File: config.mk
export PLATFORM = sky130hd
export DESIGN_NAME = json_string_field_extractor
export DESIGN_NICKNAME = d
export VERILOG_FILES = /design/src/hw/rtl/jsfe_pkg.sv /design/src/hw/rtl/json_string_field_extractor.sv /design/src/hw/rtl/jsfe_window.sv /design/src/hw/rtl/jsfe_ctrl.sv /design/src/hw/rtl/jsfe_outreg.sv
export VERILOG_INCLUDE_DIRS = /design/src /design/src/hw/rtl
export SDC_FILE = /design/constraint.sdc
export NUM_CORES = 1
export LEC_CHECK = 0
export BUFFER_PORTS_ARGS = -buffer_cell sky130_fd_sc_hd__buf_2
export CORE_ASPECT_RATIO = 0.9
export CORE_MARGIN = 2
export CORE_UTILIZATION = 55
export CTS_BUF_LIST = sky130_fd_sc_hd__clkbuf_8
export CTS_CLUSTER_DIAMETER = 40
export CTS_CLUSTER_SIZE = 8
export DETAILED_ROUTE_END_ITERATION = 12
export PLACE_DENSITY = 0.72
export SLEW_MARGIN = 10
export SYNTH_ARGS = -nofsm -noshare
export SYNTH_HDL_FRONTEND = slang
export SYNTH_SLANG_ARGS = --single-unit
File: constraint.sdc
create_clock -name i_clk -period 20 [get_ports i_clk]
set_clock_uncertainty 0.15 [all_clocks]
set_input_delay 4 -clock i_clk [delete_from_list [all_inputs] [get_ports i_clk]]
set_output_delay 4 -clock i_clk [all_outputs]
set_load 0.01 [all_outputs]
File: src/hw/rtl/json_string_field_extractor_macros.svh
// Assertion macros for the JSON string field extractor.
`ifndef JSON_STRING_FIELD_EXTRACTOR_MACROS_SVH
`define JSON_STRING_FIELD_EXTRACTOR_MACROS_SVH
`ifndef SYNTHESIS
`define JSFE_ASSERT_IMPLY(name, clk, rst_n, ante, cons) \
    name: assert property (@(posedge clk) disable iff (!(rst_n)) (ante) |-> (cons)) \
        else $error("assertion failed");
`define JSFE_ASSERT_NEXT(name, clk, rst_n, ante, cons) \
    name: assert property (@(posedge clk) disable iff (!(rst_n)) (ante) |=> (cons)) \
        else $error("assertion failed");
`else
`define JSFE_ASSERT_IMPLY(name, clk, rst_n, ante, cons)
`define JSFE_ASSERT_NEXT(name, clk, rst_n, ante, cons)
`endif
`endif

File: src/hw/rtl/jsfe_pkg.sv
package jsfe_pkg;

    localparam int MAX_KEY_DEF = 16;

    localparam logic [7:0] CH_COLON     = 8'h3A;
    localparam logic [7:0] CH_QUOTE     = 8'h22;
    localparam logic [7:0] CH_BACKSLASH = 8'h5C;
    localparam logic [7:0] CH_N         = 8'h6E;
    localparam logic [7:0] CH_R         = 8'h72;
    localparam logic [7:0] CH_T         = 8'h74;
    localparam logic [7:0] CH_LF        = 8'h0A;
    localparam logic [7:0] CH_CR        = 8'h0D;
    localparam logic [7:0] CH_TAB       = 8'h09;
    localparam logic [7:0] CH_SPACE     = 8'h20;

    localparam logic [1:0] ST_OK        = 2'd0;
    localparam logic [1:0] ST_NOT_FOUND = 2'd1;
    localparam logic [1:0] ST_MALFORMED = 2'd2;
    localparam logic [1:0] ST_OVERFLOW  = 2'd3;

    localparam logic [2:0] CFG_KEY_LOW  = 3'd0;
    localparam logic [2:0] CFG_KEY_HIGH = 3'd1;
    localparam logic [2:0] CFG_KEY_LEN  = 3'd2;
    localparam logic [2:0] CFG_CAPACITY = 3'd3;

    typedef struct packed {
        logic shift;
        logic clear;
    } t_win_ctrl;

    typedef struct packed {
        logic       hit;
        logic       char_valid;
        logic [7:0] out_char;
        logic       finished;
        logic [1:0] status;
    } t_result;

endpackage

File: src/hw/rtl/json_string_field_extractor.sv
// JSON string field extractor.
// The input channel (i_in_valid, o_in_ready) carries one document byte per
// word, with i_in_last on the final byte. The output channel (o_out_valid,
// i_out_ready) carries a word for each decoded value byte and one for the end
// of the extraction, which gives its status; a decoded byte and the end may
// share a word. Bytes that give nothing give no output word.
// The key, its length and the output capacity are written through the plain
// write port. The user must write them only while the block is idle; the
// block does not enforce this. The window compare and the escape decode sit
// between the input handshake and the output register, so a word appears in
// the cycle after its byte is accepted and a byte can be taken in every cycle
// unless a word waits: then the block takes the next byte only if the
// receiver takes the waiting word in the same cycle; otherwise input stalls.
// Reset clears the search state and the output register and loads the
// registers with an empty key and a capacity of one. After the final byte of a
// document the block rearms for the next one and keeps its registers.
`include "json_string_field_extractor_macros.svh"

module json_string_field_extractor #(
    parameter int MAX_KEY = jsfe_pkg::MAX_KEY_DEF
) (
    input  logic        i_clk,
    input  logic        i_rst_n,
    input  logic        i_cfg_we,
    input  logic [2:0]  i_cfg_index,
    input  logic [63:0] i_cfg_data,
    input  logic        i_in_valid,
    output logic        o_in_ready,
    input  logic [7:0]  i_in_byte,
    input  logic        i_in_last,
    output logic        o_out_valid,
    input  logic        i_out_ready,
    output logic        o_char_valid,
    output logic [7:0]  o_out_char,
    output logic        o_finished,
    output logic [1:0]  o_status
);
    import jsfe_pkg::*;

    localparam int KW = $clog2(MAX_KEY + 1);

    logic [63:0]   r_key_low;
    logic [63:0]   r_key_high;
    logic [4:0]    r_key_len;
    logic [15:0]   r_capacity;
    logic [KW-1:0] klen;
    logic          accept;
    logic          match;
    t_win_ctrl     win_ctrl;
    t_result       res;

    always_ff @(posedge i_clk) begin
        if (!i_rst_n) begin
            r_key_low  <= '0;
            r_key_high <= '0;
            r_key_len  <= '0;
            r_capacity <= 16'd1;
        end else if (i_cfg_we) begin
            case (i_cfg_index)
                CFG_KEY_LOW:  r_key_low  <= i_cfg_data;
                CFG_KEY_HIGH: r_key_high <= i_cfg_data;
                CFG_KEY_LEN:  r_key_len  <= i_cfg_data[4:0];
                CFG_CAPACITY: r_capacity <= i_cfg_data[15:0];
                default: begin
                end
            endcase
        end
    end

    assign klen   = (r_key_len > 5'(MAX_KEY)) ? KW'(MAX_KEY) : KW'(r_key_len);
    assign accept = i_in_valid && o_in_ready;

    jsfe_window #(
        .MAX_KEY (MAX_KEY)
    ) u_window (
        .i_clk   (i_clk),
        .i_rst_n (i_rst_n),
        .i_ctrl  (win_ctrl),
        .i_byte  (i_in_byte),
        .i_key   ({r_key_high, r_key_low}),
        .i_klen  (klen),
        .o_match (match)
    );

    jsfe_ctrl u_ctrl (
        .i_clk      (i_clk),
        .i_rst_n    (i_rst_n),
        .i_accept   (accept),
        .i_byte     (i_in_byte),
        .i_last     (i_in_last),
        .i_match    (match),
        .i_capacity (r_capacity),
        .o_win      (win_ctrl),
        .o_res      (res)
    );

    jsfe_outreg u_outreg (
        .i_clk        (i_clk),
        .i_rst_n      (i_rst_n),
        .i_load       (accept),
        .i_res        (res),
        .i_ready      (i_out_ready),
        .o_valid      (o_out_valid),
        .o_free       (o_in_ready),
        .o_char_valid (o_char_valid),
        .o_out_char   (o_out_char),
        .o_finished   (o_finished),
        .o_status     (o_status)
    );

    // A word carries a byte, ends the extraction, or does both.
    `JSFE_ASSERT_IMPLY(a_word_has_content, i_clk, i_rst_n, o_out_valid,
        o_char_valid || o_finished)
    // An overflow never carries a byte with it.
    `JSFE_ASSERT_IMPLY(a_overflow_no_char, i_clk, i_rst_n,
        o_out_valid && o_finished && (o_status == ST_OVERFLOW), !o_char_valid)
    // A byte that is accepted with an open output slot and a result is shown next.
    `JSFE_ASSERT_NEXT(a_result_shown, i_clk, i_rst_n, accept && res.hit, o_out_valid)

endmodule

File: src/hw/rtl/jsfe_window.sv
module jsfe_window #(
    parameter int MAX_KEY = jsfe_pkg::MAX_KEY_DEF
) (
    input  logic                          i_clk,
    input  logic                          i_rst_n,
    input  jsfe_pkg::t_win_ctrl           i_ctrl,
    input  logic [7:0]                    i_byte,
    input  logic [127:0]                  i_key,
    input  logic [$clog2(MAX_KEY+1)-1:0]  i_klen,
    output logic                          o_match
);
    import jsfe_pkg::*;

    localparam int DEPTH = MAX_KEY + 2;
    localparam int IW    = $clog2(DEPTH);
    localparam int SW    = $clog2(DEPTH + 1);

    logic [7:0]    r_win [DEPTH];
    logic [7:0]    n_win [DEPTH];
    logic [SW-1:0] r_seen;
    logic [SW-1:0] n_seen;
    logic [MAX_KEY-1:0] key_ok;
    logic [IW-1:0] tail_idx;

    always_comb begin
        n_win[0] = i_byte;
        for (int k = 1; k < DEPTH; k++) begin
            n_win[k] = r_win[k-1];
        end
        n_seen = (r_seen == SW'(DEPTH)) ? r_seen : r_seen + SW'(1);
    end

    // Key byte j sits klen - j places behind the closing quote.
    always_comb begin
        for (int j = 0; j < MAX_KEY; j++) begin
            key_ok[j] = (IW'(j) >= IW'(i_klen)) ||
                        (n_win[IW'(i_klen) - IW'(j)] == i_key[8*j +: 8]);
        end
        tail_idx = IW'(i_klen) + IW'(1);
        o_match = (n_seen >= SW'(i_klen) + SW'(2)) && (n_win[0] == CH_QUOTE) &&
                  (n_win[tail_idx] == CH_QUOTE) && (&key_ok);
    end

    always_ff @(posedge i_clk) begin
        if (i_ctrl.shift) begin
            r_win <= n_win;
        end
    end

    always_ff @(posedge i_clk) begin
        if (!i_rst_n) begin
            r_seen <= '0;
        end else if (i_ctrl.clear) begin
            r_seen <= '0;
        end else if (i_ctrl.shift) begin
            r_seen <= n_seen;
        end
    end

endmodule

File: src/hw/rtl/jsfe_ctrl.sv
module jsfe_ctrl (
    input  logic                i_clk,
    input  logic                i_rst_n,
    input  logic                i_accept,
    input  logic [7:0]          i_byte,
    input  logic                i_last,
    input  logic                i_match,
    input  logic [15:0]         i_capacity,
    output jsfe_pkg::t_win_ctrl o_win,
    output jsfe_pkg::t_result   o_res
);
    import jsfe_pkg::*;

    typedef enum logic [2:0] {
        PH_SEARCH,
        PH_COLON,
        PH_SPACE,
        PH_BODY,
        PH_DONE
    } t_phase;

    t_phase      r_phase;
    t_phase      n_phase;
    logic        r_esc;
    logic        n_esc;
    logic [15:0] r_count;
    logic [15:0] n_count;
    logic        fin;
    logic [1:0]  st;
    logic        cv;
    logic [7:0]  ch;
    logic        emit;
    logic [7:0]  dec;
    logic        shift;

    function automatic logic is_space(input logic [7:0] b);
        return (b == CH_SPACE) || ((b >= CH_TAB) && (b <= CH_CR));
    endfunction

    function automatic logic [7:0] unescape(input logic [7:0] b);
        logic [7:0] r;
        case (b)
            CH_N:    r = CH_LF;
            CH_R:    r = CH_CR;
            CH_T:    r = CH_TAB;
            default: r = b;
        endcase
        return r;
    endfunction

    always_comb begin
        n_phase = r_phase;
        n_esc   = r_esc;
        n_count = r_count;
        fin     = 1'b0;
        st      = ST_OK;
        cv      = 1'b0;
        ch      = '0;
        emit    = 1'b0;
        dec     = i_byte;
        shift   = 1'b0;
        unique case (r_phase)
            PH_SEARCH: begin
                shift = 1'b1;
                if (i_match) begin
                    n_phase = PH_COLON;
                end
            end
            PH_COLON: begin
                if (i_byte == CH_COLON) begin
                    n_phase = PH_SPACE;
                end
            end
            PH_SPACE: begin
                if (i_byte == CH_QUOTE) begin
                    n_phase = PH_BODY;
                end else if (!is_space(i_byte)) begin
                    fin = 1'b1;
                    st  = ST_MALFORMED;
                end
            end
            PH_BODY: begin
                if (r_esc) begin
                    n_esc = 1'b0;
                    dec   = unescape(i_byte);
                    emit  = 1'b1;
                end else if (i_byte == CH_BACKSLASH) begin
                    n_esc = 1'b1;
                end else if (i_byte == CH_QUOTE) begin
                    fin = 1'b1;
                    st  = (r_count >= i_capacity) ? ST_OVERFLOW : ST_OK;
                end else begin
                    emit = 1'b1;
                end
                if (emit) begin
                    if ({1'b0, r_count} + 17'd1 >= {1'b0, i_capacity}) begin
                        fin = 1'b1;
                        st  = ST_OVERFLOW;
                    end else begin
                        cv      = 1'b1;
                        ch      = dec;
                        n_count = r_count + 16'd1;
                    end
                end
            end
            PH_DONE: begin
            end
            default: begin
            end
        endcase
        if (fin) begin
            n_phase = PH_DONE;
        end
        // The end of the document closes an extraction that is still open.
        if (i_last && !fin && (r_phase != PH_DONE)) begin
            fin = 1'b1;
            st  = (n_phase == PH_SEARCH) ? ST_NOT_FOUND : ST_MALFORMED;
        end
        if (i_last) begin
            n_phase = PH_SEARCH;
            n_esc   = 1'b0;
            n_count = '0;
        end
    end

    assign o_win.shift      = i_accept && shift;
    assign o_win.clear      = i_accept && i_last;
    assign o_res.hit        = cv || fin;
    assign o_res.char_valid = cv;
    assign o_res.out_char   = ch;
    assign o_res.finished   = fin;
    assign o_res.status     = st;

    always_ff @(posedge i_clk) begin
        if (!i_rst_n) begin
            r_phase <= PH_SEARCH;
            r_esc   <= 1'b0;
            r_count <= '0;
        end else if (i_accept) begin
            r_phase <= n_phase;
            r_esc   <= n_esc;
            r_count <= n_count;
        end
    end

endmodule

File: src/hw/rtl/jsfe_outreg.sv
module jsfe_outreg (
    input  logic              i_clk,
    input  logic              i_rst_n,
    input  logic              i_load,
    input  jsfe_pkg::t_result i_res,
    input  logic              i_ready,
    output logic              o_valid,
    output logic              o_free,
    output logic              o_char_valid,
    output logic [7:0]        o_out_char,
    output logic              o_finished,
    output logic [1:0]        o_status
);
    import jsfe_pkg::*;

    logic    r_valid;
    t_result r_res;

    assign o_free = !r_valid || i_ready;

    always_ff @(posedge i_clk) begin
        if (!i_rst_n) begin
            r_valid <= 1'b0;
        end else if (o_free) begin
            r_valid <= i_load && i_res.hit;
        end
    end

    always_ff @(posedge i_clk) begin
        if (o_free && i_load && i_res.hit) begin
            r_res <= i_res;
        end
    end

    assign o_valid      = r_valid;
    assign o_char_valid = r_res.char_valid;
    assign o_out_char   = r_res.out_char;
    assign o_finished   = r_res.finished;
    assign o_status     = r_res.status;

endmodule
==> reports/qor.json <==
{
  "io_pins": 95,
  "synth_enable_flop_cells": 148,
  "final_cell_count_no_fill": 3643,
  "power.leakage_nw": 9.70,
  "finalSetupTns_ns": 0,
  "status": "complete, no violations",
  "final_nets": 3115,
  "insertion_delay_ns": 0.69,
  "inst_count_dp": 3527,
  "dominantRegCellSynth": "sky130_fd_sc_hd__dfxtp_1",
  "drtIter0Drc": 4685,
  "first_global_vias": 24700,
  "drive_gt1_share_pct": 12.1,
  "drt-vias-per-instance": 7.31,
  "die_width_um": 231,
  "post-route-period-util_pct": 42.8,
  "path_class": "in -> out",
  "synth-seq-area-share_pct": 31.2,
  "worstMarginPinSlew_ns": 1.34,
  "ys_types": 110,
  "tritoncts.num_buffers": 67,
  "synthesis.yosys.warnings": 0,
  "chipHeight_um": 208,
  "detailroute.via_count": 26600,
  "floorplan.core_area_um2": 45600,
  "time_the_final_worst_path_needs_with_i_o_delays_and_setup_ns": 8.56,
  "post_synth_inst_count": 3005,
  "worst_r2r_path_depth": 17,
  "clkSinkCount": 323,
  "finalInstanceArea_um2": 27300,
  "clock_transition_at_the_registers_of_the_reported_paths_ns": 0.06,
  "holdWs_ns": 0.326,
  "worstSetupEndpointType": "output port",
  "dieArea_um2": 48000,
  "hold_violations": 0,
  "post_synth_mux_area_share_pct": 10.9,
  "wire_length_of_the_first_global_routing_pass_mm": 164,
  "cts_buffer_depth": 3,
  "routedWlPerCell_um": 31.3,
  "cts_root_buffer": "sky130_fd_sc_hd__clkbuf_8",
  "share_of_async_settable_or_async_resettable_flops_after_synthesis_pct": 0,
  "synth_fp_nets": 3132,
  "numPortBuffers": 94,
  "syn_avg_cell_area_um2": 8.47,
  "simple_gate_portion_of_the_synthesized_area_pct": 19.9,
  "grt_antenna_before_repair": 2,
  "antenna_left": 0,
  "crit_required_ns": 15.85,
  "wirelength_mm": 114,
  "synthXorXnorAreaFrac_pct": 3.48,
  "firstDrtPassIters": 8,
  "detailed_route_drc_error_count": 0,
  "timing.max_slew.rel_slack_pct": 10.4,
  "timing.critical_path.arrival_ns": 4.41,
  "vdd_ir_drop_max_v": 0.0000593,
  "crit_path_start_kind": "input port",
  "fmax_mhz": 117,
  "setup_viol_count_final": 0,
  "place.detailed.hpwl_mm": 82.3,
  "yosys_top_cell_by_area": "sky130_fd_sc_hd__edfxtp_1",
  "global_route.overflow_total": 0,
  "ys_ff_latch": 323,
  "track_usage_pct": 46.2,
  "timing.hold.worst.class": "reg -> reg",
  "final_util_pct": 59.9,
  "post_synth_main_area_contributors": "sky130_fd_sc_hd__edfxtp_1, sky130_fd_sc_hd__dfxtp_1, sky130_fd_sc_hd__mux2i_1",
  "maximum_number_of_pins_on_one_net_before_global_route_repair": 129,
  "synth_top_area_share_pct": 17.5,
  "path_max_fanout": 4,
  "post-cts-setup-buffers": 0,
  "compound_gate_portion_of_the_synthesized_area_pct": 26.6,
  "cts.hold.buffers_added": 0,
  "power_density_of_the_placed_cells_nw_per_um2": 66.7,
  "placement.cell_area_um2": 25900,
  "htree_levels": 3,
  "synthToLayoutAreaGrowth_pct": 7.28,
  "grt_setup_unrepaired": "false",
  "initial_utilization_pct": 55.8,
  "hold-path-cell-count": 2,
  "post_synth_instance_area_um2": 25400,
  "largest_family_of_logic_cells_by_synthesized_area": "compound AO/OA/AOI/OAI gates",
  "timing.final.max_slew_violations": 0,
  "cap_violations": 0,
  "cts_tree": "built",
  "ctsResizeCount": 0,
  "synth_fa_ha_area_share_pct": 2.30,
  "routabilityCongestion": 1.05,
  "rows": 74
}
## cell usage after synthesis, types with 32 or more instances
library cell,n
sky130_fd_sc_hd__nor3_1,61
sky130_fd_sc_hd__nor2_1,179
sky130_fd_sc_hd__inv_1,67
sky130_fd_sc_hd__a2bb2oi_1,34
sky130_fd_sc_hd__dfxtp_1,175
sky130_fd_sc_hd__ha_1,46
sky130_fd_sc_hd__a31oi_1,33
sky130_fd_sc_hd__nand4_1,43
sky130_fd_sc_hd__buf_2,66
sky130_fd_sc_hd__a211oi_1,47
sky130_fd_sc_hd__a21boi_0,159
sky130_fd_sc_hd__a22oi_1,34
sky130_fd_sc_hd__clkbuf_1,108
sky130_fd_sc_hd__xor2_1,40
sky130_fd_sc_hd__o22ai_1,81
sky130_fd_sc_hd__a21oi_1,101
sky130_fd_sc_hd__xnor2_1,61
sky130_fd_sc_hd__nand2b_1,32
sky130_fd_sc_hd__nand2_1,449
sky130_fd_sc_hd__o21ai_0,111
sky130_fd_sc_hd__nand3_1,82
sky130_fd_sc_hd__edfxtp_1,148
sky130_fd_sc_hd__nor2b_1,45
sky130_fd_sc_hd__mux2i_1,194
## metal layers
layer / vias up / part of all wire [%] / GRT usage (%)
met1: 12700 / 37 / 58.2
met2: 2083 / 41 / 64.9
met3: 488 / 14 / 18.4
li1: 11400 / - / -
met5: - / 0 / 0.605
met4: 0 / 8.1 / 30.8
## final timing paths
check / to / slack, ns / startpoint
worst max register to register: u_outreg.o_status[0] / 12.92 / r_key_len[1]
worst min register to register: r_key_low[28] / 0.33 / r_key_low[28]
worst max-delay path: o_in_ready / 11.44 / i_out_ready
worst min-delay path: r_key_low[28] / 0.33 / r_key_low[28]
## cells in the final DEF (no fill, tap or decap), types with 17 or more instances in the layout
| cell | count |
|---|---|
| sky130_fd_sc_hd__mux4_2 | 19 |
| sky130_fd_sc_hd__a21oi_1 | 101 |
| sky130_fd_sc_hd__o32a_1 | 26 |
| sky130_fd_sc_hd__inv_1 | 76 |
| sky130_fd_sc_hd__o21a_1 | 18 |
| sky130_fd_sc_hd__nand3_1 | 82 |
| sky130_fd_sc_hd__ha_1 | 46 |
| sky130_fd_sc_hd__a221oi_1 | 25 |
| sky130_fd_sc_hd__a21boi_0 | 159 |
| sky130_fd_sc_hd__mux2_2 | 30 |
| sky130_fd_sc_hd__or3_1 | 19 |
| sky130_fd_sc_hd__nor3_1 | 60 |
| sky130_fd_sc_hd__nor2_1 | 178 |
| sky130_fd_sc_hd__nand2b_1 | 30 |
| sky130_fd_sc_hd__and3_1 | 27 |
| sky130_fd_sc_hd__o22ai_1 | 81 |
| sky130_fd_sc_hd__o211ai_1 | 21 |
| sky130_fd_sc_hd__a2bb2oi_1 | 34 |
| sky130_fd_sc_hd__o221ai_1 | 30 |
| sky130_fd_sc_hd__buf_2 | 93 |
| sky130_fd_sc_hd__o32ai_1 | 25 |
| sky130_fd_sc_hd__dfxtp_1 | 172 |
| sky130_fd_sc_hd__a22oi_1 | 34 |
| sky130_fd_sc_hd__mux2i_1 | 194 |
| sky130_fd_sc_hd__a31oi_1 | 33 |
| sky130_fd_sc_hd__clkbuf_8 | 72 |
| sky130_fd_sc_hd__nor4_1 | 17 |
| sky130_fd_sc_hd__buf_4 | 47 |
| sky130_fd_sc_hd__nand4_1 | 43 |
| sky130_fd_sc_hd__a211oi_1 | 46 |
| sky130_fd_sc_hd__nor2b_1 | 44 |
| sky130_fd_sc_hd__nand2_1 | 448 |
| sky130_fd_sc_hd__o21ai_0 | 111 |
| sky130_fd_sc_hd__xnor2_1 | 61 |
| sky130_fd_sc_hd__xor2_1 | 40 |
| sky130_fd_sc_hd__edfxtp_1 | 148 |
| sky130_fd_sc_hd__or2_2 | 20 |
## cells by family after synthesis
kind of cell,after synthesis
simple gates,1060
flops,323
compound gates,927
buf+inv,299
mux,248
xor+xnor,101
fa+ha+maj,47
## through the flow
step	total power [mW]	setup WS (ns)
2_1_floorplan	0.963	8.16
3_3_place_gp	1.09	11.44
3_5_place_dp	1.09	11.44
4_1_cts	1.80	11.43
5_1_grt	1.86	11.40
6_report	1.82	11.44
## report_power, final
group | internal [mW] | switching, mW | total, mW
Combinational | 0.111 | 0.221 | 0.332
Sequential | 0.721 | 0.0499 | 0.771
Clock | 0.378 | 0.338 | 0.716
## layout make-up
type,instances,area (um2)
tap,608,761
timing repair buffer,141,838
multi-input combinational,2383,16100
antenna,1,2.50
inverter,72,278
fill,4070,18300
sequential,323,7960
clock buffer,72,991
clock inverter,43,337
## state kept, by name (all words and copies together), names as in the netlist, 3 cells and up
| register | flops |
|---|---|
| u_window.n_win | 136 |
| r_key_high | 64 |
| r_key_low | 64 |
| r_capacity | 16 |
| u_ctrl.r_count | 16 |
| u_outreg.o_out_char | 8 |
| r_key_len | 5 |
| u_window.r_seen | 5 |
| u_ctrl.r_phase | 3 |
## worst max-delay path: stages
cell and delay [ns]:
sky130_fd_sc_hd__buf_2 0.09, sky130_fd_sc_hd__nand2b_1 0.17, sky130_fd_sc_hd__buf_2 0.15
No activity file was read; power rests on OpenSTA's default activity.
